$ cat src/rtl/core/dvc_pkg.sv
// Package for the distinct value counter: field widths, opcodes, FSM states
// and the beat structs shared by the cell chain and the controller.
// No dependencies.
`timescale 1ns / 1ps

package dvc_pkg;

  // Defaults for the top-level parameters
  localparam int unsigned DEPTH_DEF   = 64;
  localparam int unsigned COUNT_W_DEF = 32;

  // Fixed payload widths
  localparam int unsigned VALUE_W     = 16;
  localparam int unsigned IDX_W       = 6;
  localparam int unsigned OUT_COUNT_W = 32;
  localparam int unsigned TOTAL_W     = 7;

  // Opcodes; the fourth code does nothing
  typedef logic [1:0] op_t;
  localparam op_t OP_COUNT = 2'd0;
  localparam op_t OP_READ  = 2'd1;
  localparam op_t OP_CLEAR = 2'd2;

  typedef enum logic [1:0] {
    ST_IDLE,
    ST_WALK,
    ST_HOLD
  } state_t;

  // Beat walking down the cell chain (count travels beside it)
  typedef struct packed {
    logic               valid;
    op_t                op;
    logic [VALUE_W-1:0] sample;
    logic [IDX_W-1:0]   idx;
    logic               hit;
    logic               fresh;
    logic [VALUE_W-1:0] value;
    logic [IDX_W-1:0]   pos;
  } beat_t;

  // One result beat
  typedef struct packed {
    logic [VALUE_W-1:0]     entry_value;
    logic [OUT_COUNT_W-1:0] entry_count;
    logic [IDX_W-1:0]       entry_position;
    logic                   was_new;
    logic                   entry_valid;
    logic [TOTAL_W-1:0]     distinct_total;
    logic                   table_full;
  } res_t;

endpackage

$ cat src/rtl/core/dvc_ifs.sv
// Valid/ready channel interfaces for the distinct value counter.
// Depends on dvc_pkg for the payload widths.
`timescale 1ns / 1ps

interface dvc_in_if;
  import dvc_pkg::*;
  logic               valid;
  logic               ready;
  op_t                opcode;
  logic [VALUE_W-1:0] sample_value;
  logic [IDX_W-1:0]   entry_index;

  modport source (output valid, opcode, sample_value, entry_index, input ready);
  modport sink   (input valid, opcode, sample_value, entry_index, output ready);
endinterface

interface dvc_out_if;
  import dvc_pkg::*;
  logic                   valid;
  logic                   ready;
  logic [VALUE_W-1:0]     entry_value;
  logic [OUT_COUNT_W-1:0] entry_count;
  logic [IDX_W-1:0]       entry_position;
  logic                   was_new;
  logic                   entry_valid;
  logic [TOTAL_W-1:0]     distinct_total;
  logic                   table_full;

  modport source (output valid, entry_value, entry_count, entry_position, was_new,
                  entry_valid, distinct_total, table_full, input ready);
  modport sink   (input valid, entry_value, entry_count, entry_position, was_new,
                  entry_valid, distinct_total, table_full, output ready);
endinterface

$ cat src/rtl/core/dvc_ctrl.sv
// Controller: takes input beats, launches them into the cell chain, applies
// fill count and full flag when a beat leaves the chain, and holds results.
// Depends on dvc_pkg and the channel interfaces.
`timescale 1ns / 1ps

module dvc_ctrl
  import dvc_pkg::*;
#(
  parameter int unsigned DEPTH   = DEPTH_DEF,
  parameter int unsigned COUNT_W = COUNT_W_DEF,
  parameter int unsigned USED_W  = 7
) (
  input  logic               clk,
  input  logic               rst_n,
  dvc_in_if.sink             in_item,
  dvc_out_if.source          out_item,
  output logic [USED_W-1:0]  used_o,
  output beat_t              beat_o,
  input  beat_t              beat_i,
  input  logic [COUNT_W-1:0] cnt_i
);

  localparam logic [USED_W-1:0] FULL_CNT = USED_W'(DEPTH);

  state_t            state_r, state_nxt;
  logic [USED_W-1:0] used_r, used_nxt;
  logic              ovf_r, ovf_nxt;
  beat_t             inj_r, inj_nxt;
  logic              out_valid_r;
  res_t              out_r, pend_r, res;
  logic              accept, arrive, slot_free, load_out;

  assign accept    = in_item.valid && in_item.ready;
  assign arrive    = (state_r == ST_WALK) && beat_i.valid;
  assign slot_free = !out_valid_r || out_item.ready;
  assign load_out  = (arrive || (state_r == ST_HOLD)) && slot_free;

  // Next state
  always_comb begin
    state_nxt = state_r;
    unique case (state_r)
      ST_IDLE: if (accept) state_nxt = ST_WALK;
      ST_WALK: if (arrive) state_nxt = slot_free ? ST_IDLE : ST_HOLD;
      ST_HOLD: if (slot_free) state_nxt = ST_IDLE;
      default: state_nxt = ST_IDLE;
    endcase
  end

  // FSM outputs
  always_comb begin
    in_item.ready = (state_r == ST_IDLE);
  end

  // Beat launched into the chain
  always_comb begin
    inj_nxt        = '0;
    inj_nxt.valid  = accept;
    inj_nxt.op     = in_item.opcode;
    inj_nxt.sample = in_item.sample_value;
    inj_nxt.idx    = in_item.entry_index;
  end

  // Table bookkeeping for the beat leaving the chain
  always_comb begin
    used_nxt = used_r;
    ovf_nxt  = ovf_r;
    case (beat_i.op)
      OP_COUNT: begin
        if (beat_i.hit && beat_i.fresh && (used_r != FULL_CNT)) begin
          used_nxt = used_r + USED_W'(1);
        end
        if (!beat_i.hit) begin
          ovf_nxt = 1'b1;
        end
      end
      OP_CLEAR: begin
        used_nxt = '0;
        ovf_nxt  = 1'b0;
      end
      default: ;
    endcase
  end

  // Result beat; entry fields read zero when nothing was touched
  always_comb begin
    res                = '0;
    res.distinct_total = TOTAL_W'(used_nxt);
    res.table_full     = ovf_nxt;
    if (beat_i.hit) begin
      res.entry_value    = beat_i.value;
      res.entry_count    = OUT_COUNT_W'(cnt_i);
      res.entry_position = beat_i.pos;
      res.was_new        = beat_i.fresh;
      res.entry_valid    = 1'b1;
    end
  end

  // Control registers
  always_ff @(posedge clk) begin
    if (!rst_n) begin
      state_r     <= ST_IDLE;
      used_r      <= '0;
      ovf_r       <= 1'b0;
      inj_r       <= '0;
      out_valid_r <= 1'b0;
    end else begin
      state_r <= state_nxt;
      if (arrive) begin
        used_r <= used_nxt;
        ovf_r  <= ovf_nxt;
      end
      inj_r <= inj_nxt;
      if (load_out) begin
        out_valid_r <= 1'b1;
      end else if (out_item.ready) begin
        out_valid_r <= 1'b0;
      end
    end
  end

  // Result payload and skid holding register
  always_ff @(posedge clk) begin
    if (load_out) begin
      out_r <= (state_r == ST_HOLD) ? pend_r : res;
    end
    if (arrive && !slot_free) begin
      pend_r <= res;
    end
  end

  assign used_o  = used_r;
  assign beat_o  = inj_r;

  assign out_item.valid          = out_valid_r;
  assign out_item.entry_value    = out_r.entry_value;
  assign out_item.entry_count    = out_r.entry_count;
  assign out_item.entry_position = out_r.entry_position;
  assign out_item.was_new        = out_r.was_new;
  assign out_item.entry_valid    = out_r.entry_valid;
  assign out_item.distinct_total = out_r.distinct_total;
  assign out_item.table_full     = out_r.table_full;

endmodule

$ cat src/flat_wrapper.sv
// flat-port wrapper written by rule: the top's interface ports become plain ports
module dvc_ctrl_flat import dvc_pkg::*;
#(
  parameter int unsigned DEPTH   = DEPTH_DEF,
  parameter int unsigned COUNT_W = COUNT_W_DEF,
  parameter int unsigned USED_W  = 7
)
  (clk, rst_n, used_o, beat_o, beat_i, cnt_i, in_item_valid, in_item_opcode, in_item_sample_value, in_item_entry_index, in_item_ready, out_item_valid, out_item_entry_value, out_item_entry_count, out_item_entry_position, out_item_was_new, out_item_entry_valid, out_item_distinct_total, out_item_table_full, out_item_ready);
  dvc_in_if in_item_i ();
  dvc_out_if out_item_i ();
  input  logic clk;
  input  logic rst_n;
  output logic [USED_W-1:0] used_o;
  output beat_t beat_o;
  input  beat_t beat_i;
  input  logic [COUNT_W-1:0] cnt_i;
  input wire logic [$bits(in_item_i.valid)-1:0] in_item_valid;
  input wire logic [$bits(in_item_i.opcode)-1:0] in_item_opcode;
  input wire logic [$bits(in_item_i.sample_value)-1:0] in_item_sample_value;
  input wire logic [$bits(in_item_i.entry_index)-1:0] in_item_entry_index;
  output wire logic [$bits(in_item_i.ready)-1:0] in_item_ready;
  output wire logic [$bits(out_item_i.valid)-1:0] out_item_valid;
  output wire logic [$bits(out_item_i.entry_value)-1:0] out_item_entry_value;
  output wire logic [$bits(out_item_i.entry_count)-1:0] out_item_entry_count;
  output wire logic [$bits(out_item_i.entry_position)-1:0] out_item_entry_position;
  output wire logic [$bits(out_item_i.was_new)-1:0] out_item_was_new;
  output wire logic [$bits(out_item_i.entry_valid)-1:0] out_item_entry_valid;
  output wire logic [$bits(out_item_i.distinct_total)-1:0] out_item_distinct_total;
  output wire logic [$bits(out_item_i.table_full)-1:0] out_item_table_full;
  input wire logic [$bits(out_item_i.ready)-1:0] out_item_ready;
  assign in_item_i.valid = in_item_valid;
  assign in_item_i.opcode = in_item_opcode;
  assign in_item_i.sample_value = in_item_sample_value;
  assign in_item_i.entry_index = in_item_entry_index;
  assign in_item_ready = in_item_i.ready;
  assign out_item_valid = out_item_i.valid;
  assign out_item_entry_value = out_item_i.entry_value;
  assign out_item_entry_count = out_item_i.entry_count;
  assign out_item_entry_position = out_item_i.entry_position;
  assign out_item_was_new = out_item_i.was_new;
  assign out_item_entry_valid = out_item_i.entry_valid;
  assign out_item_distinct_total = out_item_i.distinct_total;
  assign out_item_table_full = out_item_i.table_full;
  assign out_item_i.ready = out_item_ready;
  dvc_ctrl #(.DEPTH(DEPTH), .COUNT_W(COUNT_W), .USED_W(USED_W)) u_core (.clk(clk), .rst_n(rst_n), .in_item(in_item_i), .out_item(out_item_i), .used_o(used_o), .beat_o(beat_o), .beat_i(beat_i), .cnt_i(cnt_i));
endmodule
$ cat config.mk
export PLATFORM = sky130hd
export DESIGN_NAME = dvc_ctrl_flat
export DESIGN_NICKNAME = d
export VERILOG_FILES = /design/src/rtl/core/dvc_pkg.sv /design/src/rtl/core/dvc_ifs.sv /design/src/rtl/core/dvc_ctrl.sv /design/src/flat_wrapper.sv
export SDC_FILE = /design/constraint.sdc
export NUM_CORES = 1
export LEC_CHECK = 0
export ABC_AREA = 0
export BUFFER_PORTS_ARGS = -buffer_cell sky130_fd_sc_hd__buf_2
export CORE_MARGIN = 2
export CORE_UTILIZATION = 45
export DETAILED_ROUTE_END_ITERATION = 8
export PLACE_DENSITY = 0.73
export SLEW_MARGIN = 10
export SYNTH_ARGS = -nofsm -noshare
export SYNTH_HDL_FRONTEND = slang
export SYNTH_SLANG_ARGS = --single-unit
export TNS_END_PERCENT = 5
$ cat constraint.sdc
create_clock -name clk -period 5.5 [get_ports clk]
set_input_delay 1.1 -clock clk [delete_from_list [all_inputs] [get_ports clk]]
set_output_delay 1.1 -clock clk [all_outputs]
set_load 0.02 [all_outputs]
Yosys cells after proc, flatten, opt, wreduce, memory -nomap -nowiden

Index checks and enable logic that the tools add are counted.

Bits in latches: 0
Input port bits: 109
Memory bits (read-only): 0
Memories kept: 0
Register bits: 164
Output and inout bits: 122
Memory bits (writable): 0

Bitwise gates (word level): 0
Equal/unequal tests: 7
Mux-type cells: 13
Add/subtract/negate cells: 1
Reductions and logical operators: 14
Magnitude comparators: 0
Shifts and indexed selects: 0
Div/mod/pow operators: 0
$mul: 0

Operator list:

| kind                | count |
|---|---|
| $mux 64             | 1 |
| $mux 56             | 1 |
| $pmux 7 s2          | 1 |
| $mux 2              | 4 |
| $add 7x1->7 const B | 1 |
| $mux 7              | 1 |
| $ne 7x7->1 const B  | 1 |
| $logic_and 1x1->1   | 6 |
| $pmux 2 s3          | 1 |
| $eq 2x2->1 const B  | 2 |
| $logic_not 2->1     | 2 |
| $ne 2x1->1 const B  | 2 |
| $mux 1              | 3 |
| $reduce_and 3->1    | 1 |
| $eq 2x1->1 const B  | 1 |
| $logic_not 1->1     | 2 |
| $logic_or 1x1->1    | 2 |
| $ne 2x2->1 const B  | 1 |
| $pmux 1 s2          | 1 |
| $reduce_bool 2->1   | 1 |

Depth between registers and ports, before layout

Depth after elaboration: 5
Gate-level depth with buffers: 6
Mapped depth without buffers: 6

Least setup slack after synthesis

OpenSTA, ideal clock, no wires.

Kind: input port to flip-flop
Start: in beat_i[48] in the netlist's numbering
End: reg u_core.out_r, in the netlist u_core.out_item.distinct_total[0], enable pin
Slack: 0.456 ns
Arrival time: 4.536 ns
Stages: 3
Setup time: 0.507 ns
Cells stage by stage: nand3b_1 -> clkbuf_1 -> a21oi_1

Word-level cells in the longest chain between the ends: 3

RTL lines:

| element              | line               | text |
|---|---|---|
| from (decl)          | flat_wrapper.sv:15 | `input beat_t beat_i;` |
| $logic_and 1x1->1    | dvc_ctrl.sv:34     | `assign arrive = (state_r == ST_WALK) && beat_i.valid;` |
| $logic_or 1x1->1     | dvc_ctrl.sv:36     | `assign load_out = (arrive \|\| (state_r == ST_HOLD)) && slot_free;` |
| $logic_and 1x1->1    | dvc_ctrl.sv:36     |  |
| via u_core.load_out  | dvc_ctrl.sv:31     | `logic accept, arrive, slot_free, load_out;` |
| to (signal assigned) | dvc_ctrl.sv:124    | `out_r <= (state_r == ST_HOLD) ? pend_r : res;` |
| to (decl)            | dvc_ctrl.sv:30     | `res_t out_r, pend_r, res;` |

The timed path passes the listed nets, and every way through them passes these cells.
A chain may end at the register's enable or synchronous reset.

Final worst setup path

Start: in out_item_ready
End: reg u_core.pend_r[30] in the netlist's numbering, enable pin

Word-level cells in the longest chain between the ends: 3

RTL lines:

| element              | line               | text |
|---|---|---|
| from (decl)          | flat_wrapper.sv:30 | `input wire logic [$bits(out_item_i.ready)-1:0] out_item_ready;` |
| $logic_or 1x1->1     | dvc_ctrl.sv:35     | `assign slot_free = !out_valid_r \|\| out_item.ready;` |
| $logic_not 1->1      | dvc_ctrl.sv:126    | `if (arrive && !slot_free) begin` |
| $logic_and 1x1->1    | dvc_ctrl.sv:126    |  |
| to (signal assigned) | dvc_ctrl.sv:127    | `pend_r <= res;` |
| to (decl)            | dvc_ctrl.sv:30     |  |

Every way passes these cells.

==> impl_metrics.json <==
{
  "outcome": "complete, no violations",
  "finalMaxSlewViolations": 0,
  "cts-buffers-inserted": 17,
  "fp.dieW_um": 125,
  "routed_wl_um": 13300,
  "clock.fmax_mhz": 353,
  "cts_max_path_buffers": 2,
  "grt_usage": 0.173,
  "seq_area_frac_synth": 0.689,
  "n_antenna_cell": 0,
  "die_area_sq_um": 15700,
  "synth_seq_cells": 164,
  "synth_area_leaders": "edfxtp_1 58%, dfxtp_1 11%, nand2_1 11%",
  "setup_tns_ns": 0,
  "synth_top_area_cell": "edfxtp_1",
  "die_y_um": 125,
  "end_kind": "register",
  "avgSynthCellArea_sq_um": 11.7,
  "clock_skew_ns": 0.00696,
  "synth.most_common_cell": "nand2_1",
  "min_period_ns": 2.83,
  "period_share": 0.515,
  "cp_max_fo": 39,
  "via_count": 4559,
  "clock_sinks": 164,
  "root_buffer": "clkbuf_16",
  "synth_ff_type": "edfxtp_1",
  "hold_buffers": 0,
  "syn_inst": 564,
  "vdd.ir_drop.worst_v": 0.000180,
  "slowest_delay_ns": 0.87,
  "final_cell_area_sq_um": 8210,
  "cts_tree": "done",
  "relSlewSlack": 0.264,
  "placed_area_sq_um": 7620,
  "yosys.cell_types.count": 36,
  "hp-class": "reg -> reg",
  "p_leak_nw": 3.53,
  "num-nets-final": 853,
  "rsz0062_at_grt": "no",
  "r2r-start": "u_core.out_item.valid",
  "htreeDepth": 4,
  "area_delta_synth_final_pct": 23.9,
  "yosys-top-cells-count": "187 x nand2_1, 128 x edfxtp_1, 81 x and2_1, 36 x dfxtp_1, 25 x buf_4",
  "endpoint": "u_core.pend_r[30]",
  "r2r_slack_ns": 3.04,
  "synth_edf_count": 128,
  "r2r-end": "u_core.pend_r[30]",
  "hold_viol": 0,
  "syn_area_sq_um": 6620,
  "ys_warn_count": 0,
  "dpl.hpwl_um": 8680,
  "via_per_inst": 4.86,
  "place.gp.congestion": 0.769,
  "drtAntennaViolNets": 0,
  "required_ns": 5.58,
  "start_util": 0.457,
  "antenna_found_initial": 0,
  "grt_pass1_vias": 4505,
  "rows": 44,
  "reg2reg_depth": 3,
  "holdWs_ns": 0.461,
  "dr.pass1.iters": 5,
  "cp_num_cells": 4,
  "overflow": 0,
  "first_iter_violations": 360,
  "timing_worst_slew_pin_value_ns": 1.10,
  "cts_post_setup_buffers_inserted": 0,
  "drive_above_1_share": 0.298,
  "cp.buffers_inverters": 2,
  "cap_violations": 0,
  "wl_per_cell_um": 14.2,
  "startpoint": "out_item_ready",
  "clkSlewWorstSetupHoldPaths_ns": 0.06,
  "pin_count": 231,
  "netlist.area_leader.share": 0.581,
  "setup_viol": 0,
  "slowest_stage": "and2_2",
  "grt_pass1_wl_um": 21600,
  "crit_family": "simple AND/OR/NAND/NOR gates",
  "grt_max_degree": 70,
  "drc": 0,
  "cts_resized": 0,
  "clk_latency_ns": 0.41,
  "crit_arrival_ns": 2.91,
  "port_buffers": 184,
  "coreArea_sq_um": 14500,
  "async_reset_ff_frac": 0,
  "cp_cell_sequence": "buf_2 > nor2b_1 > and2_2 > buf_4",
  "worstSetupPathType": "in -> reg",
  "cp-start-kind": "primary input",
  "power_density_nw_per_um2": 333
}
[flip-flops by register name (all words and copies together), names as in the netlist]
name,cells
u_core.out_item.entry_valid,1
u_core.out_item.valid,1
u_core.out_item.table_full,1
u_core.pend_r,64
u_core.out_item.distinct_total,7
u_core.out_item.was_new,1
u_core.out_item.entry_count,32
u_core.ovf_r,1
u_core.used_o,7
u_core.beat_o,25
u_core.state_r,2
u_core.out_item.entry_position,6
u_core.out_item.entry_value,16
[layout make-up]
type | instances | area (sq um)
timing repair buffer | 188 | 951
fill | 1216 | 6270
clock buffer | 17 | 425
clock inverter | 15 | 164
tap | 184 | 230
sequential | 164 | 4560
multi-input combinational | 367 | 1860
inverter | 4 | 15.0
[cell families after synthesis]
| family | after synthesis | synth area share |
|---|---|---|
| compound gates | 28 | 0.0304 |
| xor+xnor | 6 | 0.00794 |
| fa+ha+maj | 2 | 0.00378 |
| buf+inv | 56 | 0.0467 |
| flops | 164 | 0.689 |
| mux | 1 | 0.00151 |
| other cells | 1 | 0.000566 |
| simple gates | 306 | 0.220 |
[where the power goes]
part,internal [mW],total [mW],switching [mW]
sequential,1.37,1.38,0.00887
combinational,0.0688,0.189,0.121
clock,0.708,1.17,0.459
[worst min-delay path, stage by stage, from the launching register on]
cell and delay, ns:
dfxtp_1 0.31, nand2_1 0.05, a21oi_1 0.05
[metrics by stage]
stage / total power, mW / std cells / setup slack (ns) / util
after CTS: 2.76 / 939 / 2.64 / 0.567
after global routing: 2.84 / 939 / 2.51 / 0.567
after global placement: 1.59 / 907 / 2.26 / 0.526
after detailed placement: 1.59 / 907 / 2.19 / 0.526
after floorplan: 1.53 / 587 / 0.456 / -
final: 2.73 / 939 / 2.67 / 0.567
[worst min-delay path by stage]
stage            startpoint            to  cells past startpoint
2_1_floorplan  u_core.ovf_r  u_core.ovf_r                      2
3_3_place_gp   u_core.ovf_r  u_core.ovf_r                      2
3_5_place_dp   u_core.ovf_r  u_core.ovf_r                      2
4_1_cts        u_core.ovf_r  u_core.ovf_r                      2
5_1_grt        u_core.ovf_r  u_core.ovf_r                      2
6_report       u_core.ovf_r  u_core.ovf_r                      2
[layout by cell type (no fill, tap or decap), types with 2 or more instances in the layout]
cell type     n
inv_1         4
bufinv_16     3
o21ai_1       3
clkinv_1      5
xor2_1        4
nand2b_1      4
nand3b_1      2
o31ai_2       2
a31oi_1       3
nand3_1       5
o21a_1        2
a21oi_1       7
clkinvlp_4    4
nor2_1       11
o21ai_0       3
or3_1         4
conb_1       24
nand2_1     187
dfxtp_1      36
nand4_2       2
ha_1          2
and2_1       80
nor2b_1       3
a41o_1        2
o41ai_1       2
buf_2       184
edfxtp_1    128
o31ai_1       2
xnor2_1       2
buf_4         4
clkbuf_16    17
[layer usage]
| layer | global-route usage | vias to the layer above | wire length, um |
|---|---|---|---|
| li1 | - | 2199 | - |
| met1 | 0.215 | 2119 | 5550 |
| met2 | 0.285 | 233 | 6450 |
| met3 | 0.0655 | 8 | 1270 |
| met4 | 0.0510 | 0 | 83 |
| met5 | 0 | - | 0 |
Note: power is estimated with default switching activity, not from simulation.
