`src/rtl/core/dvc_pkg.sv`:
```
// Package for the distinct value counter: field widths, opcodes, FSM states
// and the beat structs shared by the cell chain and the controller.
// No dependencies.
`timescale 1ns / 1ps

package dvc_pkg;

  // Defaults for the top-level parameters
  localparam int unsigned DEPTH_DEF   = 64;
  localparam int unsigned COUNT_W_DEF = 32;

  // Fixed payload widths
  localparam int unsigned VALUE_W     = 16;
  localparam int unsigned IDX_W       = 6;
  localparam int unsigned OUT_COUNT_W = 32;
  localparam int unsigned TOTAL_W     = 7;

  // Opcodes; the fourth code does nothing
  typedef logic [1:0] op_t;
  localparam op_t OP_COUNT = 2'd0;
  localparam op_t OP_READ  = 2'd1;
  localparam op_t OP_CLEAR = 2'd2;

  typedef enum logic [1:0] {
    ST_IDLE,
    ST_WALK,
    ST_HOLD
  } state_t;

  // Beat walking down the cell chain (count travels beside it)
  typedef struct packed {
    logic               valid;
    op_t                op;
    logic [VALUE_W-1:0] sample;
    logic [IDX_W-1:0]   idx;
    logic               hit;
    logic               fresh;
    logic [VALUE_W-1:0] value;
    logic [IDX_W-1:0]   pos;
  } beat_t;

  // One result beat
  typedef struct packed {
    logic [VALUE_W-1:0]     entry_value;
    logic [OUT_COUNT_W-1:0] entry_count;
    logic [IDX_W-1:0]       entry_position;
    logic                   was_new;
    logic                   entry_valid;
    logic [TOTAL_W-1:0]     distinct_total;
    logic                   table_full;
  } res_t;

endpackage

```
`src/rtl/core/dvc_cell.sv`:
```
// One table cell: holds a value and its count, and passes the walking beat on.
// Depends on dvc_pkg.
`timescale 1ns / 1ps

module dvc_cell
  import dvc_pkg::*;
#(
  parameter int unsigned INDEX   = 0,
  parameter int unsigned COUNT_W = COUNT_W_DEF,
  parameter int unsigned USED_W  = 7
) (
  input  logic               clk,
  input  logic               rst_n,
  input  logic [USED_W-1:0]  used,
  input  beat_t              beat_i,
  input  logic [COUNT_W-1:0] cnt_i,
  output beat_t              beat_o,
  output logic [COUNT_W-1:0] cnt_o
);

  localparam int unsigned CMP_W = (USED_W > IDX_W) ? USED_W : IDX_W;
  localparam logic [CMP_W-1:0] MY_POS = CMP_W'(INDEX);

  logic [VALUE_W-1:0] val_r;
  logic [COUNT_W-1:0] cnt_r;
  beat_t              beat_r, beat_nxt;
  logic [COUNT_W-1:0] hcnt_r, hcnt_nxt;

  logic               occupied;
  logic               match_upd, append, read_hit;
  logic [COUNT_W-1:0] cnt_inc;

  // Entry is live when its position is below the fill count
  assign occupied = MY_POS < CMP_W'(used);
  assign cnt_inc  = (cnt_r == {COUNT_W{1'b1}}) ? cnt_r : cnt_r + COUNT_W'(1);

  assign match_upd = beat_i.valid && (beat_i.op == OP_COUNT) && !beat_i.hit &&
                     occupied && (val_r == beat_i.sample);
  assign append    = beat_i.valid && (beat_i.op == OP_COUNT) && !beat_i.hit &&
                     (MY_POS == CMP_W'(used));
  assign read_hit  = beat_i.valid && (beat_i.op == OP_READ) && occupied &&
                     (CMP_W'(beat_i.idx) == MY_POS);

  // Claim the beat when this cell is the one it touches
  always_comb begin
    beat_nxt = beat_i;
    hcnt_nxt = cnt_i;
    if (match_upd) begin
      beat_nxt.hit   = 1'b1;
      beat_nxt.value = val_r;
      beat_nxt.pos   = IDX_W'(INDEX);
      hcnt_nxt       = cnt_inc;
    end else if (append) begin
      beat_nxt.hit   = 1'b1;
      beat_nxt.fresh = 1'b1;
      beat_nxt.value = beat_i.sample;
      beat_nxt.pos   = IDX_W'(INDEX);
      hcnt_nxt       = COUNT_W'(1);
    end else if (read_hit) begin
      beat_nxt.hit   = 1'b1;
      beat_nxt.value = val_r;
      beat_nxt.pos   = IDX_W'(INDEX);
      hcnt_nxt       = cnt_r;
    end
  end

  // Stored entry
  always_ff @(posedge clk) begin
    if (match_upd) begin
      cnt_r <= cnt_inc;
    end else if (append) begin
      val_r <= beat_i.sample;
      cnt_r <= COUNT_W'(1);
    end
  end

  // Hand-off register to the next cell
  always_ff @(posedge clk) begin
    if (!rst_n) begin
      beat_r <= '0;
    end else begin
      beat_r <= beat_nxt;
    end
  end

  always_ff @(posedge clk) begin
    hcnt_r <= hcnt_nxt;
  end

  assign beat_o = beat_r;
  assign cnt_o  = hcnt_r;

endmodule

```
`config.mk`:
```
export PLATFORM = sky130hd
export DESIGN_NAME = dvc_cell
export DESIGN_NICKNAME = d
export VERILOG_FILES = /design/src/rtl/core/dvc_pkg.sv /design/src/rtl/core/dvc_cell.sv
export SDC_FILE = /design/constraint.sdc
export NUM_CORES = 1
export LEC_CHECK = 0
export BUFFER_PORTS_ARGS = -buffer_cell sky130_fd_sc_hd__buf_2
export CELL_PAD_IN_SITES_DETAIL_PLACEMENT = 0
export CELL_PAD_IN_SITES_GLOBAL_PLACEMENT = 2
export CORE_AREA = 2 2 106 210
export CTS_CLUSTER_DIAMETER = 150
export DETAILED_ROUTE_END_ITERATION = 12
export DIE_AREA = 0 0 108 212
export GPL_TIMING_DRIVEN = 0
export PLACE_DENSITY = 0.85
export SETUP_SLACK_MARGIN = 0.5
export SYNTH_ARGS = -nofsm -noshare
export SYNTH_HDL_FRONTEND = slang
export SYNTH_SLANG_ARGS = --single-unit
```
`constraint.sdc`:
```
create_clock -name clk -period 2.85 [get_ports clk]
set_clock_uncertainty 0.1 [all_clocks]
set_input_delay 0 -clock clk [delete_from_list [all_inputs] [get_ports clk]]
set_output_delay 0 -clock clk [all_outputs]
set_load 0.01 [all_outputs]
```
Yosys cells after proc, flatten, opt, wreduce, memory -nomap -nowiden
Index checks and enable logic that the tools add are counted.
Word-level totals
  bits in registers: 129
  output and inout port bits: 81
Operators by class
  equality and inequality tests: 3
  order comparisons: 1
  muxes and demuxes: 14
  bitwise gates (word level): 2
  reduce and logical (&&, ||, !) cells: 15
  $add $sub $neg: 1
Operator list (number)
  32-bit 2-to-1 mux: 6
  22-bit 2-to-1 mux: 3
  32-bit by 1-bit adder with 32-bit output, second input constant: 1
  32-bit equality test, second input constant: 1
  16-bit equality test: 1
  1-bit logical AND: 8
  7-bit zero test: 1
  1-bit by 7-bit less-than comparator with 1-bit output, first input constant: 1
  6-bit zero test: 1
  1-bit 2-to-1 mux: 5
  4-bit OR reduction: 1
  2-bit by 1-bit equality test with 1-bit output, second input constant: 1
  2-bit zero test: 1
  1-bit NOT: 2
  2-bit AND reduction: 1
  2-bit nonzero test: 1
  1-bit zero test: 1

Logic depth before layout (Yosys ltp)
Gate-level depths: netlist (run 1).
  depth in word-level cells: 7
  gate-level depth with buffers: 9

Least setup slack after synthesis (run 1)
Ideal clock, no wire load.
  path type: flip-flop to flip-flop
  start: register val_r[14]
  end: register cnt_r[0] (enable)
  clock period less this slack: 2.797 ns
  arrival: 2.318 ns
  data required time: 2.372 ns
  stages on the path, launching flop included: 8
  setup slack: 0.053 ns
  cells stage by stage: edfxtp_1 xnor2_1 nand3_1 or3_4 or4_1 buf_2 buf_6 nand2_2
On the way
  word-level cells in the longest chain between the ends: 3
RTL lines
  start: declaration: line dvc_cell.sv:24  | logic [VALUE_W-1:0] val_r;
  start signal: assignment: line dvc_cell.sv:72  | val_r <= beat_i.sample;
  16-bit equality test: line dvc_cell.sv:38  | occupied && (val_r == beat_i.sample);
  1-bit logical AND: line dvc_cell.sv:38
  2-bit nonzero test (no source line)
  end signal: assignment: line dvc_cell.sv:70  | cnt_r <= cnt_inc;
  end: declaration: line dvc_cell.sv:25  | logic [COUNT_W-1:0] cnt_r;
No other way between the ends.
A chain may end at the register's enable or synchronous reset.

Final worst setup path (run 1)
  start: register val_r[1]
  end: register cnt_r[3] (enable)
The elaborated chain is that of the path after synthesis.

==> results.md, run 1 <==
- Reg2Reg Depth: 6
- Final period util: 90.5%
- Critical path arrival: 2610 ps
- CTS tree: built
- Switching power total: 0.00104 W
- Post-Syn Area: 5830 um2
- Synthesized area per cell: 9.90 um2
- I/O pins: 171
- Flop2flop setup slack: 270 ps
- Detail Placement HPWL: 14600 um
- VDD IR max: 0.378 mV
- Tot GR Track Use: 19.6%
- Unique masters post-synth: 53
- Gate power share: 8.9%
- First-pass GRT wire length: 33100 um
- Initial antenna violation count: 0
- Outcome: finished clean
- Crit end category: flip-flop
- Final wirelength: 22700 um
- Crit path time final: 2580 ps
- Fin nets: 1016
- PwrDens: 447 nW/um2
- Worst-path maximum fanout: 7
- FF+latch count, synth: 129
- Max_slew headroom: 43.3%
- DRC viols: 0
- Area leader, netlist: dfxtp_1
- Final ANT Viol Nets: 0
- Port bufs: 169
- WP data required: 2880 ps
- CP Class: flip-flop to flip-flop
- Share of cells above drive strength 1: 46.3%
- Clk_lat worst skew: 440 ps
- Placed instance area: 7040 um2
- Clock Pin Slew Worst Setup and Hold Paths: 60 ps
- Sw Ratio: 22.8%
- Slowest cell delay on critical path: 560 ps
- Top_reg_cell synth: dfxtp_1
- Critical path startpoint category: flip-flop
- Effective utilization at floorplan: 27.3%
- Hold Violations, Final: 0
- Final worst slack: 271 ps
- RSZ-0062 raised after global routing: true
- Wire length per cell: 18.8 um
- Yosys top cell area share: 27.8%
- Die height: 212 um
- Non-filler instance count after layout: 1211
- Warnings from Yosys: 0
- Cell count after synthesis: 589
- Clock tree buffer depth: 2
- Inst Count DP: 1031
- Final Slew Violations: 0
- Pint: 0.00351 W
- Post-synth ARST share: 0%
- Register area share after synthesis: 52.5%
- Clock Power Share: 47.6%
- Initial drt markers: 189
- Fmax: 388 MHz
- Final instance area: 10200 um2
- Number of global-route vias before repair: 5935
- Seq pwr share: 43.5%
- Layout Area Growth over Synthesis: 74.7%
- Crit-path cells: xor2_2, or4_4, or4_4, buf_8, buf_12, nand2_4
- Hold Crit Class: primary input to flip-flop
- CTS Buf Count: 17
- # rows: 76
- Worst Tran Pin Value: 843 ps
- Fill cells: 2007
- Max Cap Violations: 0
- Total die area: 22900 um2
- Leakage power: 4.34 nW
- Via density: 4.83
- Post-synth net total: 680
- Top cells by area, synth: dfxtp_1 (28%), edfxtp_1 (25%), nor2_1 (4.2%)
- Largest net degree at the start of global routing: 26
- Final Power: 0.00455 W
- Core area: 21400 um2
- Finish-stage setup viols: 0
- # clock sinks: 129
- Number of flops mapped to enable cells by yosys: 48
- CTS H-tree lvls: 4
- WHS Path Cells: 6
- Root Buffer: clkbuf_16
- CP max stage cell: or4_4
- Die X-Extent: 108 um
- Place WS: -255 ps
- CP most frequent cell: or4_4
- First-pass DRT Iterations: 4
- Grt total ovfl: 0
- Vias after detailed routing: 5848
- Ant. Diodes: 0
- Placer Congestion: 0.872
==> Yosys cell counts (all sizes together) (3+ instances only) <==
master and n:
nor3b 3, nor3 29, buf 21, dfxtp 81
xor2 21, o22ai 9, a31oi 4, o211a 15
nor2 67, a21oi 11, inv 4, nand3 21
and3 16, or3 12, mux2i 9, edfxtp 48
clkbuf 18, nand2 44, nand4 18, nor4 10
o21a 4, o21ai 41, a22oi 8, or4 4
and2 27, xnor2 24, nor2b 3
==> cell type report <==
type	instances	area, um2	area share, %
clock buffer	26	543	5.33
buffer	39	367	3.60
sequential	129	3060	30.1
multi-input combinational	422	3510	34.5
clock inverter	6	38.8	0.381
inverter	4	15.0	0.147
tap	273	342	3.35
timing repair buffer	312	2300	22.6
==> power groups by stage <==
stage	combinational [W]	sequential [W]	clock [W]
floorplan	0.0000830	0.00205	0
global placement	0.000283	0.00202	0
detailed placement	0.000284	0.00202	0
CTS	0.000392	0.00198	0.00221
global route	0.000442	0.00198	0.00228
finish	0.000406	0.00198	0.00217
==> cell usage in the layout (no fill, tap or decap), drive strengths merged, types with 3 or more instances in the layout <==
| cell type | count |
|---|---|
| dfxtp | 81 |
| o21ai | 41 |
| clkbuf | 43 |
| nand4 | 18 |
| and2 | 27 |
| nor3 | 29 |
| xor2 | 21 |
| and3 | 16 |
| nor4 | 10 |
| mux2i | 9 |
| nor3b | 3 |
| buf | 245 |
| edfxtp | 48 |
| nor2 | 67 |
| o211a | 15 |
| nand3 | 21 |
| o22ai | 9 |
| or3 | 12 |
| xnor2 | 24 |
| dlygate4sd3 | 89 |
| nand2 | 49 |
| inv | 6 |
| a21oi | 11 |
| o21a | 4 |
| a22oi | 8 |
| or4 | 4 |
| clkinv | 4 |
| nor2b | 3 |
| a31oi | 4 |
==> cells by family (layout without fill, tap and decap cells) <==
logic type / after synthesis / in the layout / synth area share [%]
AND/OR/NAND/NOR: 263 / 268 / 24.4
multiplexers: 9 / 9 / 1.54
XOR/XNOR: 45 / 45 / 6.76
adder cells (fa/ha/maj): 1 / 1 / 0.215
AO/OA/AOI/OAI: 99 / 99 / 10.9
flip-flops: 129 / 129 / 52.5
buffers and inverters: 43 / 387 / 3.63
==> final timing paths <==
check / start / end
setup / recovery: val_r[1]$_DFFE_PP_ / cnt_r[3]$_SDFFCE_PN0P_
hold / removal: beat_i[28] / cnt_o[31]$_DFF_P_
setup reg to reg: val_r[1]$_DFFE_PP_ / cnt_r[3]$_SDFFCE_PN0P_
hold reg to reg: val_r[3]$_DFFE_PP_ / beat_o[9]$_SDFF_PN0_
==> repair_timing <==
item | 4_1_cts | 5_1_grt
pin swaps | 33 | 75
resized for setup | 101 | 177
cloned | 9 | 5
hold endpoints to repair | 97 | 0
setup endpoints to repair | 119 | 119
setup buffers | 28 | 17
hold buffers | 89 | 0
==> flip-flops by register name, summed over array words and instances, names as in the netlist <==
signal	cells
beat_o	49
val_r	16
cnt_o	32
cnt_r	32
==> stage by stage <==
stage               TNS, ps  util, %  hold slack, ps
finish                    0     47.6             167
global route              0     47.6             212
CTS                       0     43.2             161
detailed placement   -12190     32.9            97.9
global placement      -8740     32.9            99.6
floorplan                 0        -           -1.13
==> critical path, delay by kind of cell, from the launching register on <==
kind                   cells  cell delay, ps
XOR/XNOR                   1             180
buffers and inverters      2             320
AND/OR/NAND/NOR            3            1240
flip-flops                 1             430
==> per-layer routing <==
| layer | GRT usage [%] | wire, um | up-vias |
|---|---|---|---|
| met5 | 0 | 0 | - |
| met2 | 38.5 | 13300 | 190 |
| li1 | - | - | 2792 |
| met4 | 10.5 | 1150 | 0 |
| met1 | 18.2 | 7410 | 2808 |
| met3 | 3.80 | 892 | 58 |
No activity file was read; power rests on OpenSTA's default activity.
==> run 2, diff against run 1 <==
- ABC_AREA: not set -> 1
- CORE_AREA: 2 2 106 210 -> 2 2 122 242
- DIE_AREA: 0 0 108 212 -> 0 0 124 244
- PLACE_DENSITY: 0.85 -> 0.8
- SETUP_SLACK_MARGIN: 0.5 -> not set
==> run 2 against run 1 <==
Core utilization down 12 points. Die area increased by 32%. Global-route usage increased by 1.5 points. Power decreased by 3.0%. Sequential share of layout area grew 0.73 points. Flip-flop and latch count did not move. Clock power fell by 7%. Critical path type unchanged. Highest routed layer unchanged.
==> results.md, run 2 <==
- Post-synth ARST share: 0%
- Switching power total: 0.00114 W
- CTS H-tree lvls: 4
- Pint: 0.00328 W
- Grt total ovfl: 0
- Final ANT Viol Nets: 0
- # clock sinks: 129
- Fmax: 376 MHz
- Layout Area Growth over Synthesis: 36.7%
- Leakage power: 4.94 nW
- Core area: 28300 um2
- Top_reg_cell synth: dfxtp_1
- First-pass GRT wire length: 45800 um
- VDD IR max: 0.442 mV
- CP Class: flip-flop to flip-flop
- Max_slew headroom: 37.4%
- DRC viols: 0
- Outcome: finished clean
- Number of flops mapped to enable cells by yosys: 48
- Register area share after synthesis: 42.1%
- Sw Ratio: 25.8%
- Crit-path cells: xnor2_1, nand2_1, inv_1, nand2_1, nor2_1, nand3_1, clkbuf_2, nand2_2, buf_12
- Clock tree buffer depth: 2
- Wire length per cell: 17.8 um
- WHS Endpoint: cnt_o[0]$_DFF_P_
- Most common cell in the netlist: nand2_1
- WP data required: 2880 ps
- Number of flip-flops in the largest register: 49
- Top cells by area, synth: dfxtp_1 (22%), edfxtp_1 (20%), nand2_1 (19%)
- WP buf/inv: 3
- Most frequent cells in the layout: nand2_1 (367), buf_2 (182), inv_1 (160)
- Area leader, netlist: dfxtp_1
- Worst-path maximum fanout: 31
- Most common cell after layout, fill and taps aside: nand2_1
- Synth Area in XOR/XNOR: 1.44%
- Post-Synth Simple-Gate Area: 41.7%
- Gate power share: 9.7%
- Fin nets: 1472
- # rows: 87
- Initial antenna violation count: 0
- Final worst slack: 191 ps
- Final Power: 0.00442 W
- Root Buffer: clkbuf_16
- RR Endpoint: cnt_r[4]$_SDFFCE_PN0P_
- PwrDens: 444 nW/um2
- Hold Crit Class: primary input to flip-flop
- Reg2Reg Depth: 9
- WHS Path Cells: 9
- Unique masters post-synth: 32
- Compound-Gate Fraction of Synth Area: 3.34%
- Final period util: 93.3%
- Synth cell count leaders: nand2_1 (368), inv_1 (160), nor2_1 (147), nand3_1 (132), dfxtp_1 (81)
- CTS tree: built
- Port bufs: 169
- Flop2flop setup slack: 190 ps
- Largest family of logic cells by synthesized area: simple AND/OR/NAND/NOR gates
- Final Slew Violations: 0
- Seq pwr share: 44.8%
- Critical path startpoint category: flip-flop
- Yosys top cell area share: 22.3%
- Number of global-route vias before repair: 7972
- Worst r2r src: val_r[8]$_DFFE_PP_
- Clock Power Share: 45.5%
- CTS Buf Count: 17
- Crit path time final: 2660 ps
- Initial drt markers: 436
- Largest net degree at the start of global routing: 32
- CP max stage cell: edfxtp_1
- Placer Congestion: 0.923
- Final wirelength: 31200 um
- Fill cells: 3144
- Share of cells above drive strength 1: 17.8%
- Slowest cell delay on critical path: 400 ps
- Vias after detailed routing: 7864
- Final hold slack: 112 ps
- Effective utilization at floorplan: 25.7%
- Post-synth net total: 1200
- CP most frequent cell: nand2_1
- Detail Placement HPWL: 23900 um
- Finish-stage setup viols: 0
- First-pass DRT Iterations: 6
- Crit end category: flip-flop
- Ant. Diodes: 0
- Clock Pin Slew Worst Setup and Hold Paths: 60 ps
- Clk_lat worst skew: 440 ps
- Hold wc startpoint: beat_i[47]
- Cell count after synthesis: 1109
- Largest delay share family, worst path: simple AND/OR/NAND/NOR gates
- Place WS: 40.6 ps
- Non-filler instance count after layout: 1750
- Max Cap Violations: 0
- Synth Area in Adders: 0.172%
- Synthesized area per cell: 6.56 um2
- Warnings from Yosys: 0
- Mux cell area share after synthesis: 0%
- Worst Tran Pin Value: 932 ps
- Via density: 4.49
- Tot GR Track Use: 21.0%
- I/O pins: 171
- Total die area: 30300 um2
- Critical path arrival: 2690 ps
- Post-Syn Area: 7280 um2
- Inst Count DP: 1635
- RSZ-0062 raised after global routing: false
- Die X-Extent: 124 um
- FF+latch count, synth: 129
- Die height: 244 um
- Hold Violations, Final: 0
-- run 2: logic make-up after synthesis --
kind of cell / count (synthesis)
AOI/OAI and AO/OA: 48
xor gates and xnor gates: 12
adders and majority gates: 1
buffers and inverters: 209
DFF: 129
and+or+nand+nor: 710
-- run 2: layout make-up --
class | count | area, um2 | area share (%)
plain buffers | 42 | 199 | 2.00
clock buffers | 17 | 425 | 4.28
clock inverters | 15 | 95.1 | 0.956
inverters | 167 | 627 | 6.30
multi-input cells | 771 | 3390 | 34.1
flip-flops and latches | 129 | 3060 | 30.8
well taps | 356 | 445 | 4.48
repair buffers | 253 | 1700 | 17.1
-- run 2: per-layer routing --
metal  wire [um]  vias up  track usage (%)
li1            -     4000                -
met1       10500     3560             18.9
met2       17600      233             41.5
met3        1170       71             3.50
met4        1920        0             12.9
met5           0        -                0
-- run 2: through the flow --
stage               TNS (ps)  util [%]  area, um2
global route               0      35.1       9950
CTS                        0      35.1       9940
finish                     0      35.1       9950
floorplan                  0         -       7280
global placement      -32480      30.3       8570
detailed placement         0      30.4       8590
-- run 2: worst max path at each step --
stage                              from                       to  depth (start not counted)
finish               val_r[8]$_DFFE_PP_   cnt_r[4]$_SDFFCE_PN0P_                          9
global route         val_r[8]$_DFFE_PP_   cnt_r[8]$_SDFFCE_PN0P_                          9
CTS                  val_r[8]$_DFFE_PP_  cnt_r[14]$_SDFFCE_PN0P_                          9
detailed placement   val_r[9]$_DFFE_PP_  cnt_r[10]$_SDFFCE_PN0P_                          9
global placement     val_r[5]$_DFFE_PP_   cnt_r[9]$_SDFFCE_PN0P_                          7
floorplan           val_r[13]$_DFFE_PP_   cnt_r[0]$_SDFFCE_PN1P_                          7
-- run 2: power by group through the flow --
stage	Combinational [W]	Sequential (W)	Clock, W
detailed placement	0.000344	0.00202	0
global placement	0.000342	0.00202	0
finish	0.000429	0.00198	0.00201
CTS	0.000435	0.00198	0.00207
global route	0.000479	0.00198	0.00214
floorplan	0.000128	0.00205	0
-- run 2: timing repair --
action,CTS,global route
resized for setup,0,2
setup endpoints to repair,0,31
buffers inserted,0,0
hold endpoints to repair,97,0
hold buffers,83,0
-- run 2: tightest hold or removal path: cells and delay by family --
| kind | cells | cell delay, ps |
|---|---|---|
| AO/OA/AOI/OAI | 2 | 130 |
| buffers and inverters | 1 | 110 |
| AND/OR/NAND/NOR | 6 | 380 |
==> run 3, diff against run 2 <==
- BUFFER_PORTS_ARGS: -buffer_cell sky130_fd_sc_hd__buf_2 -> not set
- CORE_AREA: 2 2 122 242 -> 2 2 112 222
- DIE_AREA: 0 0 124 244 -> 0 0 114 224
- DONT_BUFFER_PORTS: not set -> 1
- PLACE_DENSITY: 0.8 -> 0.81
==> run 3 against run 2 <==
Global-route usage increased by 2.8 points. Die area fell by 16%. Flip-flop and latch count unchanged. Worst hold slack lost 85 ps. Sequential power rose by 2%. Non-clock buffer count is 170 lower. Critical path depth shrank 2. Clock-buffer cell count rose by 4. Clock power grew 16%. Wire length shrank 4.9%.
==> results.md, run 3 (synthesized netlist as in run 2, its figures left out) <==
- Effective utilization at floorplan: 30.6%
- WP data required: 2930 ps
- # clock sinks: 129
- I/O pins: 171
- VDD IR max: 0.396 mV
- Clock Power Share: 50.5%
- Hold Violations, Final: 0
- Initial antenna violation count: 0
- Hold Crit Class: primary input to flip-flop
- WHS Endpoint: beat_o[21]$_SDFF_PN0_
- CP max stage cell: nor2_1
- # rows: 80
- Pint: 0.00354 W
- Clk_lat worst skew: 440 ps
- Die X-Extent: 114 um
- Wire length per cell: 19.6 um
- Final ANT Viol Nets: 0
- Flop2flop setup slack: 220 ps
- Crit path time final: 2630 ps
- Number of global-route vias before repair: 7745
- Core area: 23800 um2
- CTS H-tree lvls: 4
- Die height: 224 um
- Layout Area Growth over Synthesis: 25.2%
- Seq pwr share: 43.6%
- Outcome: finished clean
- Most common cell after layout, fill and taps aside: nand2_1
- Number of flip-flops in the largest register: 49
- Max_slew headroom: 44.1%
- Critical path arrival: 2710 ps
- Share of cells above drive strength 1: 6.86%
- Fin Setup TNS: 0 ps
- Final Slew Violations: 0
- Place WS: -54.0 ps
- Via density: 4.95
- Worst-path maximum fanout: 10
- PwrDens: 509 nW/um2
- Hold wc startpoint: beat_i[38]
- Final Power: 0.00464 W
- Fin util: 38.2%
- Leakage power: 4.31 nW
- Most frequent cells in the layout: nand2_1 (367), inv_1 (160), nor2_1 (147)
- First-pass DRT Iterations: 7
- Clock Pin Slew Worst Setup and Hold Paths: 60 ps
- Vias after detailed routing: 7479
- Final wirelength: 29700 um
- First-pass GRT wire length: 44700 um
- Detail Placement HPWL: 22400 um
- RSZ-0062 raised after global routing: false
- RR Endpoint: cnt_r[0]$_SDFFCE_PN1P_
- Placer Congestion: 0.935
- CP Class: flip-flop to flip-flop
- Worst Tran Pin Value: 832 ps
- Worst r2r src: val_r[14]$_DFFE_PP_
- WHS Path Cells: 7
- Clock tree buffer depth: 2
- Grt total ovfl: 0
- CTS tree: built
- Slowest cell delay on critical path: 580 ps
- Port bufs: 0
- Crit end category: flip-flop
- Reg2Reg Depth: 7
- Root Buffer: clkbuf_16
- Crit-path cells: xnor2_1, nand2_1, nor3_1, nand3_1, nor2_1, buf_2, o21ai_1
- Total die area: 25500 um2
- Finish-stage setup viols: 0
- Final hold slack: 26.2 ps
- Critical path startpoint category: flip-flop
- Final period util: 92.1%
- Max Cap Violations: 0
- Final worst slack: 225 ps
- Gate power share: 5.8%
- Switching power total: 0.00109 W
- Largest net degree at the start of global routing: 28
- Tot GR Track Use: 23.9%
- Initial drt markers: 539
- DRC viols: 0
- Sw Ratio: 23.6%
- Fmax: 381 MHz
- Setup Fix Bufs, Post-CTS: 0
- Fin nets: 1302
- CTS Buf Count: 17
run 3: worst max-delay path by stage:
stage / from / endpoint / slack, ps / depth (start not counted)
floorplan: val_r[13]$_DFFE_PP_ / cnt_r[0]$_SDFFCE_PN1P_ / 390 / 7
global placement: val_r[13]$_DFFE_PP_ / cnt_r[10]$_SDFFCE_PN0P_ / -1030 / 7
detailed placement: val_r[8]$_DFFE_PP_ / cnt_r[9]$_SDFFCE_PN0P_ / -50 / 9
CTS: val_r[8]$_DFFE_PP_ / cnt_r[4]$_SDFFCE_PN0P_ / 10 / 9
global route: val_r[8]$_DFFE_PP_ / cnt_r[7]$_SDFFCE_PN0P_ / 70 / 9
finish: val_r[14]$_DFFE_PP_ / cnt_r[0]$_SDFFCE_PN1P_ / 220 / 7
run 3: what timing repair did:
action | in CTS | in global routing
hold buffers | 82 | 0
resized for setup | 1 | 1
endpoints found under the setup margin | 27 | 27
endpoints found under the hold margin | 97 | 0
run 3: area by class of cell:
| type | count | area, um2 |
|---|---|---|
| Fill cell | 2640 | 14700 |
| Tap cell | 287 | 359 |
| Multi-Input combinational cell | 771 | 3400 |
| Sequential cell | 129 | 3060 |
| Clock inverter | 11 | 118 |
| Clock buffer | 21 | 503 |
| Buffer | 42 | 199 |
| Timing Repair Buffer | 83 | 841 |
| Inverter | 167 | 627 |
| Antenna cell | 1 | 2.50 |
run 3: per-layer routing:
| metal | global-route usage [%] | routed length, um | vias up |
|---|---|---|---|
| met1 | 20.9 | 9430 | 3450 |
| met2 | 46.6 | 16900 | 264 |
| met3 | 4.27 | 1270 | 91 |
| li1 | - | - | 3674 |
| met4 | 17.5 | 2070 | 0 |
| met5 | 0 | 0 | - |
run 3: critical path: cells and delay by family (launching register included):
kind	cells	cell delay [ps]
and+or+nand+nor	4	1010
DFF	1	410
buffers and inverters	1	400
xor gates and xnor gates	1	320
AOI/OAI and AO/OA	1	120
run 3: metrics by stage:
stage,area (um2),instances
floorplan,7280,1109
global placement,7640,1396
detailed placement,7660,1397
CTS,9100,1511
global route,9110,1511
finish,9110,1512
run 3: power groups by stage:
stage	Sequential, W	Clock (W)	Combinational, W
2_1_floorplan	0.00205	0	0.000128
3_3_place_gp	0.00206	0	0.000166
3_5_place_dp	0.00206	0	0.000167
4_1_cts	0.00202	0.00240	0.000272
5_1_grt	0.00203	0.00246	0.000306
6_report	0.00202	0.00234	0.000270
